<file path="src/cfc_pkg.sv">
// Package for the CRC-16 frame checker: frame layout constants, status codes
// and CRC constants. No dependencies.
`default_nettype none

package cfc_pkg;

   localparam int MaxPayloadDefault = 256;

   localparam int HdrBytes = 6;
   localparam int CrcBytes = 2;
   localparam int PosWidth = 17;
   localparam logic [PosWidth-1:0] PosMax = {PosWidth{1'b1}};

   localparam logic [15:0] CrcInit = 16'hFFFF;
   localparam logic [15:0] CrcPoly = 16'h1021;

   typedef enum logic [1:0] {
      STATUS_OK      = 2'd0,
      STATUS_BAD_LEN = 2'd1,
      STATUS_BAD_CRC = 2'd2
   } status_type;

   typedef enum logic {
      KIND_PAYLOAD = 1'b0,
      KIND_FRAME   = 1'b1
   } kind_type;

endpackage

`default_nettype wire

</file>
<file path="src/cfc_crc_step.sv">
// Byte-parallel CRC-16/CCITT-FALSE update, MSB first.
// Depends on cfc_pkg for the polynomial.
`default_nettype none

module cfc_crc_step
   import cfc_pkg::*;
(
   input  wire logic [15:0] crc_cur,
   input  wire logic [7:0]  data_byte,
   output logic      [15:0] crc_next
);

   always_comb begin
      logic [15:0] c;
      c = crc_cur ^ {data_byte, 8'h00};
      for (int i = 0; i < 8; i++) begin
         if (c[15]) begin
            c = {c[14:0], 1'b0} ^ CrcPoly;
         end else begin
            c = {c[14:0], 1'b0};
         end
      end
      crc_next = c;
   end

endmodule

`default_nettype wire

</file>
<file path="src/crc16_frame_checker_core.sv">
// Top level of the CRC-16 frame checker: header capture, CRC tracking,
// payload pass-through and frame status. Depends on cfc_pkg and cfc_crc_step.
//
// Usage:
//   req_ channel carries one frame byte per word, req_end_of_frame on the
//   last byte. rsp_ channel returns a passed-through payload byte
//   (rsp_result_kind 0) or the frame result (rsp_result_kind 1) with the
//   header fields and status (0 ok, 1 bad length, 2 bad CRC). Header, CRC
//   and trailing bytes give no word.
//   A result is in the output register the cycle after its byte is taken.
//   Throughput: one byte per cycle while req_stall is low; the CRC update
//   is one byte-wide XOR network in the feedback path of the frame state.
//   Stall: req_stall is high while the output register holds a word that
//   rsp_stall keeps; a byte is taken in the same cycle its predecessor's
//   result leaves.
//   Reset: synchronous, active high; clears the frame state (CRC to 0xFFFF)
//   and empties the output register. The frame state also returns to reset
//   values after every end-of-frame byte.
`default_nettype none

module crc16_frame_checker_core
   import cfc_pkg::*;
#(
   parameter int PAYLOAD_LIMIT = MaxPayloadDefault
) (
   input  wire logic        clock,
   input  wire logic        reset,
   input  wire logic        req_valid,
   output logic             req_stall,
   input  wire logic [7:0]  req_rx_byte,
   input  wire logic        req_end_of_frame,
   output logic             rsp_valid,
   input  wire logic        rsp_stall,
   output logic             rsp_result_kind,
   output logic [7:0]       rsp_payload_byte,
   output logic [1:0]       rsp_status,
   output logic [7:0]       rsp_version,
   output logic [7:0]       rsp_msg_type,
   output logic [7:0]       rsp_sequence_res,
   output logic [7:0]       rsp_command,
   output logic [15:0]      rsp_decl_length
);

   localparam logic [PosWidth-1:0] MaxPay  = PosWidth'(PAYLOAD_LIMIT);
   localparam logic [PosWidth-1:0] HdrPos  = PosWidth'(HdrBytes);
   localparam logic [PosWidth-1:0] MinPos  = PosWidth'(HdrBytes + CrcBytes);

   logic [PosWidth-1:0] pos_ff, pos_in;
   logic [15:0]         crc_ff, crc_in;
   logic [7:0]          ver_ff, ver_in;
   logic [7:0]          typ_ff, typ_in;
   logic [7:0]          seq_ff, seq_in;
   logic [7:0]          cmd_ff, cmd_in;
   logic [15:0]         len_ff, len_in;
   logic [15:0]         rcrc_ff, rcrc_in;

   logic                rsp_valid_ff, rsp_valid_in;
   kind_type            kind_ff, kind_in;
   logic [7:0]          pay_ff, pay_in;
   status_type          status_ff, status_in;
   logic [7:0]          o_ver_ff, o_ver_in;
   logic [7:0]          o_typ_ff, o_typ_in;
   logic [7:0]          o_seq_ff, o_seq_in;
   logic [7:0]          o_cmd_ff, o_cmd_in;
   logic [15:0]         o_len_ff, o_len_in;

   logic                accept;
   logic [15:0]         crc_step;
   logic [PosWidth-1:0] pay_end;
   logic                in_payload;
   logic                has_result;

   cfc_crc_step u_crc (
      .crc_cur   (crc_ff),
      .data_byte (req_rx_byte),
      .crc_next  (crc_step)
   );

   assign req_stall = rsp_valid_ff && rsp_stall;
   assign accept    = req_valid && !req_stall;
   assign pay_end   = HdrPos + PosWidth'(len_ff);
   assign in_payload = (pos_ff >= HdrPos) && (pos_ff < pay_end);

   always_comb begin
      pos_in  = pos_ff;
      crc_in  = crc_ff;
      ver_in  = ver_ff;
      typ_in  = typ_ff;
      seq_in  = seq_ff;
      cmd_in  = cmd_ff;
      len_in  = len_ff;
      rcrc_in = rcrc_ff;

      kind_in   = KIND_PAYLOAD;
      pay_in    = 8'h00;
      status_in = STATUS_OK;
      o_ver_in  = 8'h00;
      o_typ_in  = 8'h00;
      o_seq_in  = 8'h00;
      o_cmd_in  = 8'h00;
      o_len_in  = 16'h0000;
      has_result = 1'b0;

      if (pos_ff < HdrPos) begin
         unique case (pos_ff[2:0])
            3'd0: ver_in = req_rx_byte;
            3'd1: typ_in = req_rx_byte;
            3'd2: seq_in = req_rx_byte;
            3'd3: cmd_in = req_rx_byte;
            3'd4: len_in = {len_ff[15:8], req_rx_byte};
            default: len_in = {req_rx_byte, len_ff[7:0]};
         endcase
         crc_in = crc_step;
      end else if (pos_ff < pay_end) begin
         crc_in = crc_step;
      end else if (pos_ff == pay_end) begin
         rcrc_in = {rcrc_ff[15:8], req_rx_byte};
      end else if (pos_ff == pay_end + PosWidth'(1)) begin
         rcrc_in = {req_rx_byte, rcrc_ff[7:0]};
      end

      if (pos_ff != PosMax) begin
         pos_in = pos_ff + PosWidth'(1);
      end

      if (!req_end_of_frame) begin
         if (in_payload && (PosWidth'(len_ff) <= MaxPay)) begin
            has_result = 1'b1;
            pay_in     = req_rx_byte;
         end
      end else begin
         has_result = 1'b1;
         kind_in    = KIND_FRAME;
         if (pos_in < MinPos) begin
            status_in = STATUS_BAD_LEN;
         end else if (PosWidth'(len_in) > MaxPay) begin
            status_in = STATUS_BAD_LEN;
         end else if (pos_in != MinPos + PosWidth'(len_in)) begin
            status_in = STATUS_BAD_LEN;
         end else if (rcrc_in != crc_in) begin
            status_in = STATUS_BAD_CRC;
         end
         o_ver_in = ver_in;
         o_typ_in = typ_in;
         o_seq_in = seq_in;
         o_cmd_in = cmd_in;
         o_len_in = len_in;

         pos_in  = '0;
         crc_in  = CrcInit;
         ver_in  = 8'h00;
         typ_in  = 8'h00;
         seq_in  = 8'h00;
         cmd_in  = 8'h00;
         len_in  = 16'h0000;
         rcrc_in = 16'h0000;
      end
   end

   always_comb begin
      rsp_valid_in = rsp_valid_ff;
      if (accept) begin
         rsp_valid_in = has_result;
      end else if (!rsp_stall) begin
         rsp_valid_in = 1'b0;
      end
   end

   always_ff @(posedge clock) begin
      if (reset) begin
         pos_ff       <= '0;
         crc_ff       <= CrcInit;
         ver_ff       <= 8'h00;
         typ_ff       <= 8'h00;
         seq_ff       <= 8'h00;
         cmd_ff       <= 8'h00;
         len_ff       <= 16'h0000;
         rcrc_ff      <= 16'h0000;
         rsp_valid_ff <= 1'b0;
      end else begin
         rsp_valid_ff <= rsp_valid_in;
         if (accept) begin
            pos_ff  <= pos_in;
            crc_ff  <= crc_in;
            ver_ff  <= ver_in;
            typ_ff  <= typ_in;
            seq_ff  <= seq_in;
            cmd_ff  <= cmd_in;
            len_ff  <= len_in;
            rcrc_ff <= rcrc_in;
         end
      end
   end

   always_ff @(posedge clock) begin
      if (accept && has_result) begin
         kind_ff   <= kind_in;
         pay_ff    <= pay_in;
         status_ff <= status_in;
         o_ver_ff  <= o_ver_in;
         o_typ_ff  <= o_typ_in;
         o_seq_ff  <= o_seq_in;
         o_cmd_ff  <= o_cmd_in;
         o_len_ff  <= o_len_in;
      end
   end

   assign rsp_valid          = rsp_valid_ff;
   assign rsp_result_kind    = kind_ff;
   assign rsp_payload_byte   = pay_ff;
   assign rsp_status         = status_ff;
   assign rsp_version        = o_ver_ff;
   assign rsp_msg_type       = o_typ_ff;
   assign rsp_sequence_res   = o_seq_ff;
   assign rsp_command        = o_cmd_ff;
   assign rsp_decl_length    = o_len_ff;

endmodule

`default_nettype wire

</file>
<file path="config.mk">
export PLATFORM = sky130hd
export DESIGN_NAME = crc16_frame_checker_core
export DESIGN_NICKNAME = d
export VERILOG_FILES = /design/src/cfc_pkg.sv /design/src/cfc_crc_step.sv /design/src/crc16_frame_checker_core.sv
export SDC_FILE = /design/constraint.sdc
export NUM_CORES = 1
export LEC_CHECK = 0
export BUFFER_PORTS_ARGS = -buffer_cell sky130_fd_sc_hd__buf_2
export CELL_PAD_IN_SITES_DETAIL_PLACEMENT = 1
export CELL_PAD_IN_SITES_GLOBAL_PLACEMENT = 1
export CORE_MARGIN = 1
export CORE_UTILIZATION = 45
export DETAILED_ROUTE_END_ITERATION = 10
export HOLD_SLACK_MARGIN = 0.08
export PLACE_DENSITY = 0.85
export SETUP_SLACK_MARGIN = 0.2
export SLEW_MARGIN = 20
export SYNTH_ARGS = -nofsm -noshare
export SYNTH_HDL_FRONTEND = slang
export SYNTH_SLANG_ARGS = --single-unit
</file>
<file path="constraint.sdc">
create_clock -name clock -period 7.1 [get_ports clock]
set_input_delay 1.42 -clock clock [delete_from_list [all_inputs] [get_ports clock]]
set_output_delay 1.42 -clock clock [all_outputs]
set_load 0.005 [all_outputs]
</file>
==> impl_metrics.csv, run 1 <==
group,metric,value,unit
worst_setup_path,regToRegEndpoint,"rcrc_ff[4]",
place,portBuffers,73,
clock_tree,clock-sinks,157,
clock_tree,cts_buffers,17,
layout,fillCellCount,2505,
global_routing,grt_pass1_vias,9552,
clock_tree,clk_latency,450,ps
clock_tree,clockRootBuffer,"clkbuf_16",
logic_synthesis,synth_edf_count,59,
clock_tree,cts_buffer_depth,2,
flow_run,maxCapViolations,0,
sta,fin_worst_skew,10.1,ps
layout,final_util,0.512,
clock_tree,clk_pin_slew,70,ps
sta,hold_violations,0,
drt,drt-vias-per-instance,6.45,
global_routing,antenna_found_initial,0,
pwr,leakagePower,0.00393,uW
global_routing,grt_pass1_wl,54000,um
drt,route.detailed.drc,0,
clock_tree,cts_tree,"done",
place,hpwl,23300,um
sta,final_max_slew_viol_count,0,
logic_synthesis,syn_avg_cell_area,8.62,um^2
floorplan,core,21300,um^2
global_routing,grt_max_degree,99,
floorplan,start_util,0.466,
status,status,"finished clean",
clock_tree,cts_hold_buf,0,
sta,tightest_slew,1070,ps
worst_setup_path,end_kind,"register",
sta,min_period,5670,ps
logic_synthesis,async_flop_share,0,
clock_tree,h-tree-depth,4,
drt,wl_per_cell,23.7,um
logic_synthesis,synth_common_cells,"153 x nor2_1, 98 x dfxtp_1, 91 x nand2_1, 76 x a21oi_1",
floorplan,die_y,150,um
worst_setup_path,cp_max_fo,25,
floorplan,rows,53,
logic_synthesis,yosysMostFrequentCell,"nor2_1",
floorplan,chipWidth,150,um
layout,area_delta_synth_final,10.0,%
hold_path,hold_depth,2,
logic_synthesis,syn-cell-area,9910,um^2
global_routing,overflow,0,
logic_synthesis,synth_top_area_cell,"dfxtp_1",
sta,setup_tns,0,ps
global_routing,track_usage,0.316,
hold_path,hold_path_end,"typ_ff[1]",
worst_setup_path,critPathLaunchType,"register",
worst_setup_path,critPathRequiredTime,7470,ps
clock_tree,postCtsSetupBuffers,0,
drt,drt_iter0_drc,771,
hold_path,hp-start,"typ_ff[1]",
layout,drive_gt1_frac,0.114,
logic_synthesis,ys_top_cells_by_area,"dfxtp_1 20%, edfxtp_1 18%, xnor2_1 6.3%",
worst_setup_path,r2r-start,"len_ff[1]",
logic_synthesis,netlist_instances,1150,
sta,grt_setup_unrepaired,"no",
sta,fin_crit_sh,0.799,
worst_setup_path,reg2regPathDepth,15,
sta,relSlewSlack,0.287,
clock_tree,cts_resized,0,
sta,fmax,0.176,GHz
logic_synthesis,synth_fp_nets,1190,
logic_synthesis,synth_seq_cells,157,
worst_setup_path,worstSetupPathType,"register to register",
sta,setup_viol,0,
hold_path,hold_class,"register to register",
logic_synthesis,synth_top_cell_area_share,0.198,
worst_setup_path,reg2reg_slack,1430,ps
pwr,powerDensity,204,nW/um^2
drt,routed_wl,34400,um
layout,diodes,0,
drt,drtAntennaViolNets,0,
layout,nets,1207,
pwr,vdd_drop_max,0.154,mV
floorplan,die_area,22600,um^2
logic_synthesis,synth_cell_types,82,
logic_synthesis,synth_seq_area_share,0.377,
worst_setup_path,crit_arrival,6040,ps
drt,vias,9385,
logic_synthesis,ys_warn_count,0,
logic_synthesis,ys.flop_type,"dfxtp_1",
place,place_congestion,0.889,
drt,drtPass1Iterations,5,
floorplan,ios,74,
## cells by family (layout without fill, tap and decap cells)
| kind of cell | after synthesis | in the layout | share of synthesized area |
|---|---|---|---|
| AND/OR/NAND/NOR | 451 | 451 | 0.227 |
| AO/OA/AOI/OAI | 276 | 276 | 0.188 |
| flip-flops | 157 | 157 | 0.377 |
| XOR/XNOR | 112 | 112 | 0.108 |
| buffers and inverters | 112 | 142 | 0.0502 |
| adder cells (fa/ha/maj) | 27 | 27 | 0.0341 |
| multiplexers | 15 | 15 | 0.0153 |
## critical path: stages (launching register included)
cell and delay [ps]:
dfxtp_1 620, inv_1 190, ha_1 360, nand3b_1 490
or4_1 650, and2_1 200, ha_1 310, nand4_1 150
nor2_1 200, o31ai_1 110, a31o_2 260, and2_1 160
nand2b_1 590, nor3_1 970, a22oi_1 170, nor2_1 150
## layout by cell type (no fill, tap or decap), types with 13 or more instances in the layout
cell type  netlist  final
edfxtp_1        59     59
ha_1            27     27
inv_1           26     25
xnor2_1         71     71
and3_1          22     22
nor3_1          13     13
xor2_1          34     34
dfxtp_1         98     98
o21ai_0         29     29
nand2_1         91     91
o22ai_1         17     17
clkbuf_16        0     17
nand3_1         43     43
buf_2           23     73
nand2b_1        25     25
mux2i_1         14     14
a22oi_1         71     71
nor2_1         153    153
nand4_1         16     16
a21oi_1         76     76
and2_1          24     24
## where the power goes
part           internal [uW]  switching (uW)
registers                957            18.2
logic                   90.0             177
clock network            545             439
## per-layer routing
layer  vias up  track usage  wire, um
met4         0        0.160      1550
met3       120       0.0612      2620
li1       4176            -         -
met5         -            0         0
met1      4659        0.386     13800
met2       430        0.528     16500
## how the worst max path moves through the flow
stage | startpoint | to | slack, ps | cells after the start
after global placement | len_ff[1] | rsp_status[1] | 1840 | 18
after floorplan | len_ff[1] | rsp_command[0] | 2390 | 16
after CTS | len_ff[1] | rsp_status[1] | 1490 | 18
after detailed placement | len_ff[1] | rsp_status[1] | 1560 | 18
final | len_ff[1] | rcrc_ff[4] | 1430 | 15
after global routing | len_ff[1] | rsp_status[1] | 980 | 18
## registers in the layout, summed over array words and instances (netlist names)
name / cells
crc_ff: 16
rsp_command: 8
rcrc_ff: 16
pos_ff: 17
rsp_valid: 1
seq_ff: 8
rsp_status: 2
len_ff: 16
rsp_sequence_res: 8
cmd_ff: 8
rsp_payload_byte: 8
rsp_decl_length: 16
typ_ff: 8
rsp_result_kind: 1
ver_ff: 8
rsp_msg_type: 8
rsp_version: 8
## final cells by class
class                      count  area, um^2  area share
multi-input combinational    881        5680       0.521
sequential                   157        3730       0.342
clock buffer                  19         443      0.0406
timing repair buffer          81         425      0.0390
tap                          275         344      0.0315
clock inverter                13         169      0.0155
inverter                      29         111      0.0102
## stage by stage
| stage | cell area [um^2] | hold slack, ps | cells | total power, uW | worst slack, ps |
|---|---|---|---|---|---|
| global placement | 10300 | 482 | 1423 | 1250 | 1840 |
| global route | 10900 | 533 | 1455 | 2280 | 977 |
| floorplan | 9910 | 465 | 1150 | 1170 | 2390 |
| CTS | 10900 | 521 | 1455 | 2220 | 1490 |
| detailed placement | 10300 | 501 | 1423 | 1260 | 1560 |
| finish | 10900 | 515 | 1455 | 2230 | 1430 |
(Power assumes the default switching activity.)
==> inputs of run 2 (changes only) <==
Settings changed: ABC_AREA from default to 1, CORE_UTILIZATION 45 to 40, PLACE_DENSITY 0.85 to 0.84.
Clock period 7.1 ns to 4.6 ns, I/O delays scaled along.
==> run 2 against run 1 <==
Compared with the run above:
- sequential power rose by 55%
- area after synthesis grew 3.2%
- sequential cell count unchanged
- non-clock buffer count is 8 higher
- register-to-register slack worse by 970 ps
- count of clock-buffer cells in the layout fell by 2
- maximum frequency up 37%
- worst hold slack worse by 44 ps
- critical path type unchanged
==> impl_metrics.csv, run 2 <==
group,metric,value,unit
logic_synthesis,synth_top_area_cell,"dfxtp_1",
sta,grt_setup_unrepaired,"no",
sta,final_max_slew_viol_count,0,
pwr,switching_power,1100,uW
logic_synthesis,ys_top_cells_by_area,"dfxtp_1 19%, edfxtp_1 17%, nand2_1 16%",
logic_synthesis,syn_avg_cell_area,6.99,um^2
sta,hold_violations,0,
layout,instances_no_fill,1863,
worst_setup_path,worstSetupPathType,"register to register",
sta,setup_viol,0,
drt,vias,10211,
logic_synthesis,synth_edf_count,59,
layout,nets,1559,
status,status,"finished clean",
flow_run,maxCapViolations,0,
logic_synthesis,synth_common_cells,"430 x nand2_1, 143 x nor2_1, 123 x inv_1, 99 x a21oi_1, 98 x dfxtp_1",
logic_synthesis,synth_compound_area_frac,0.115,
floorplan,die_y,162,um
clock_tree,cts_buffers,17,
logic_synthesis,synth_top_family_by_area,"simple AND/OR/NAND/NOR gates",
global_routing,grt_max_degree,90,
floorplan,start_util,0.408,
place,portBuffers,73,
clock_tree,clk_latency,440,ps
floorplan,core,25100,um^2
sta,setup_tns,0,ps
worst_setup_path,critPathRequiredTime,4780,ps
pwr,p_int,2390,uW
drt,drt-vias-per-instance,5.48,
logic_synthesis,async_flop_share,0,
clock_tree,h-tree-depth,4,
pwr,swShare,0.315,
pwr,pwr-share-comb,0.139,
logic_synthesis,synth_fp_nets,1503,
layout,final_cell_mix,"429 x nand2_1, 141 x nor2_1, 122 x inv_1, 99 x a21oi_1, 91 x dfxtp_1",
logic_synthesis,synth-simple-area-share,0.351,
clock_tree,clock-sinks,157,
floorplan,rows,58,
worst_setup_path,crit_arrival,4320,ps
clock_tree,clockRootBuffer,"clkbuf_16",
pwr,power,3480,uW
pwr,p_clk_frac,0.427,
drt,drtAntennaViolNets,0,
floorplan,chipWidth,162,um
global_routing,overflow,0,
hold_path,hold_class,"register to register",
logic_synthesis,synth_seq_area_share,0.365,
sta,fin_worst_skew,16.3,ps
sta,min_period,4140,ps
logic_synthesis,synthMuxAreaShare,0,
drt,wl_per_cell,18.9,um
logic_synthesis,synthXorXnorAreaFrac,0.0599,
worst_setup_path,cp_max_fo,30,
sta,fmax,0.242,GHz
logic_synthesis,syn-cell-area,10200,um^2
global_routing,track_usage,0.273,
logic_synthesis,ys.flop_type,"dfxtp_1",
clock_tree,cts_hold_buf,0,
logic_synthesis,synth_fa_ha_area_frac,0.0330,
place,dp_cells,1829,
clock_tree,clk_pin_slew,80,ps
clock_tree,cts_tree,"done",
pwr,vdd_drop_max,0.217,mV
layout,drive_gt1_frac,0.163,
global_routing,grt_pass1_vias,10433,
layout,largest_reg_flops,17,
place,hpwl,25600,um
pwr,seqPwrFrac,0.434,
logic_synthesis,synth_top_cell_area_share,0.192,
global_routing,grt_pass1_wl,56000,um
sta,tightest_slew,1150,ps
pwr,powerDensity,301,nW/um^2
clock_tree,cts_buffer_depth,2,
clock_tree,postCtsSetupBuffers,0,
layout,area_delta_synth_final,13.2,%
sta,fin_crit_sh,0.900,
layout,mostFrequentLayoutCell,"nand2_1",
pwr,leakagePower,0.00480,uW
logic_synthesis,yosysMostFrequentCell,"nand2_1",
drt,drt_iter0_drc,558,
worst_setup_path,end_kind,"register",
logic_synthesis,netlist_instances,1463,
layout,largest_register,"pos_ff",
place,place_congestion,0.921,
floorplan,ios,74,
drt,drtPass1Iterations,5,
worst_setup_path,critPathLaunchType,"register",
logic_synthesis,synth_seq_cells,157,
global_routing,antenna_found_initial,0,
sta,relSlewSlack,0.231,
drt,route.detailed.drc,0,
logic_synthesis,synth_cell_types,48,
drt,routed_wl,35100,um
layout,fillCellCount,3289,
logic_synthesis,ys_warn_count,0,
floorplan,die_area,26200,um^2
-- run 2: layer usage --
metal	track usage	routed length (um)	vias to the layer above
li1	-	-	4862
met1	0.344	15300	5014
met2	0.463	16900	273
met3	0.0485	1900	62
met4	0.105	1010	0
met5	0	0	-
-- run 2: layout make-up --
| type | instances | area (um^2) | area share |
|---|---|---|---|
| Multi-Input combinational cell | 1113 | 5750 | 0.497 |
| Sequential cell | 157 | 3740 | 0.323 |
| Inverter | 141 | 533 | 0.0460 |
| Timing Repair Buffer | 89 | 502 | 0.0433 |
| Clock buffer | 17 | 425 | 0.0367 |
| Tap cell | 330 | 413 | 0.0357 |
| Clock inverter | 15 | 209 | 0.0180 |
| Antenna cell | 1 | 2.50 | 0.000216 |
-- run 2: worst max-delay path, cell delays in order, from the launching register on --
cell and delay (ps):
dfxtp_1 450, nand2_1 160, nor2_1 210, nand3_2 170, o21ai_1 190, nand2_1 140, ha_1 340, nand2_1 80
inv_1 30, o21ai_0 140, nand2_1 70, nor2_1 140, nand3_2 160, nand2_1 140, buf_6 220, nand2_1 110
o21ai_1 160, xor2_1 120, nor2_1 170, nand2_1 80, nor2_1 140, nand2_1 80, nor2_1 130, nand2_1 70
nor2_1 110, nor2_1 50
-- run 2: power by group through the flow --
stage / clock, uW / sequential (uW) / combinational (uW)
2_1_floorplan: 0 / 1540 / 315
3_3_place_gp: 0 / 1540 / 457
5_1_grt: 1550 / 1510 / 536
6_report: 1490 / 1510 / 485
3_5_place_dp: 0 / 1540 / 470
4_1_cts: 1510 / 1510 / 482
-- run 2: timing repair --
item,in CTS,in global routing
pin swaps,0,1
resized for setup,2,12
cloned,0,1
setup endpoints to repair,1,54
-- run 2: per-stage QoR --
step | cell area [um^2] | setup WS [ps] | hold WS [ps] | util
CTS | 11500 | 232 | 469 | 0.460
global placement | 10900 | 588 | 448 | 0.434
floorplan | 10200 | 615 | 442 | -
finish | 11600 | 461 | 471 | 0.461
detailed placement | 10900 | 357 | 456 | 0.434
global route | 11600 | 205 | 486 | 0.461
-- run 2: final timing paths --
kind	start	to	cells after the start	slack (ps)
setup reg to reg	len_ff[11]	rsp_status[1]	25	460
setup / recovery	len_ff[11]	rsp_status[1]	25	460
hold / removal	typ_ff[1]	typ_ff[1]	2	470
hold reg to reg	typ_ff[1]	typ_ff[1]	2	470
-- run 2: cell families after synthesis --
family | Yosys count
AND/OR/NAND/NOR | 803
AO/OA/AOI/OAI | 216
buffers and inverters | 194
flip-flops | 157
XOR/XNOR | 66
adder cells (fa/ha/maj) | 27
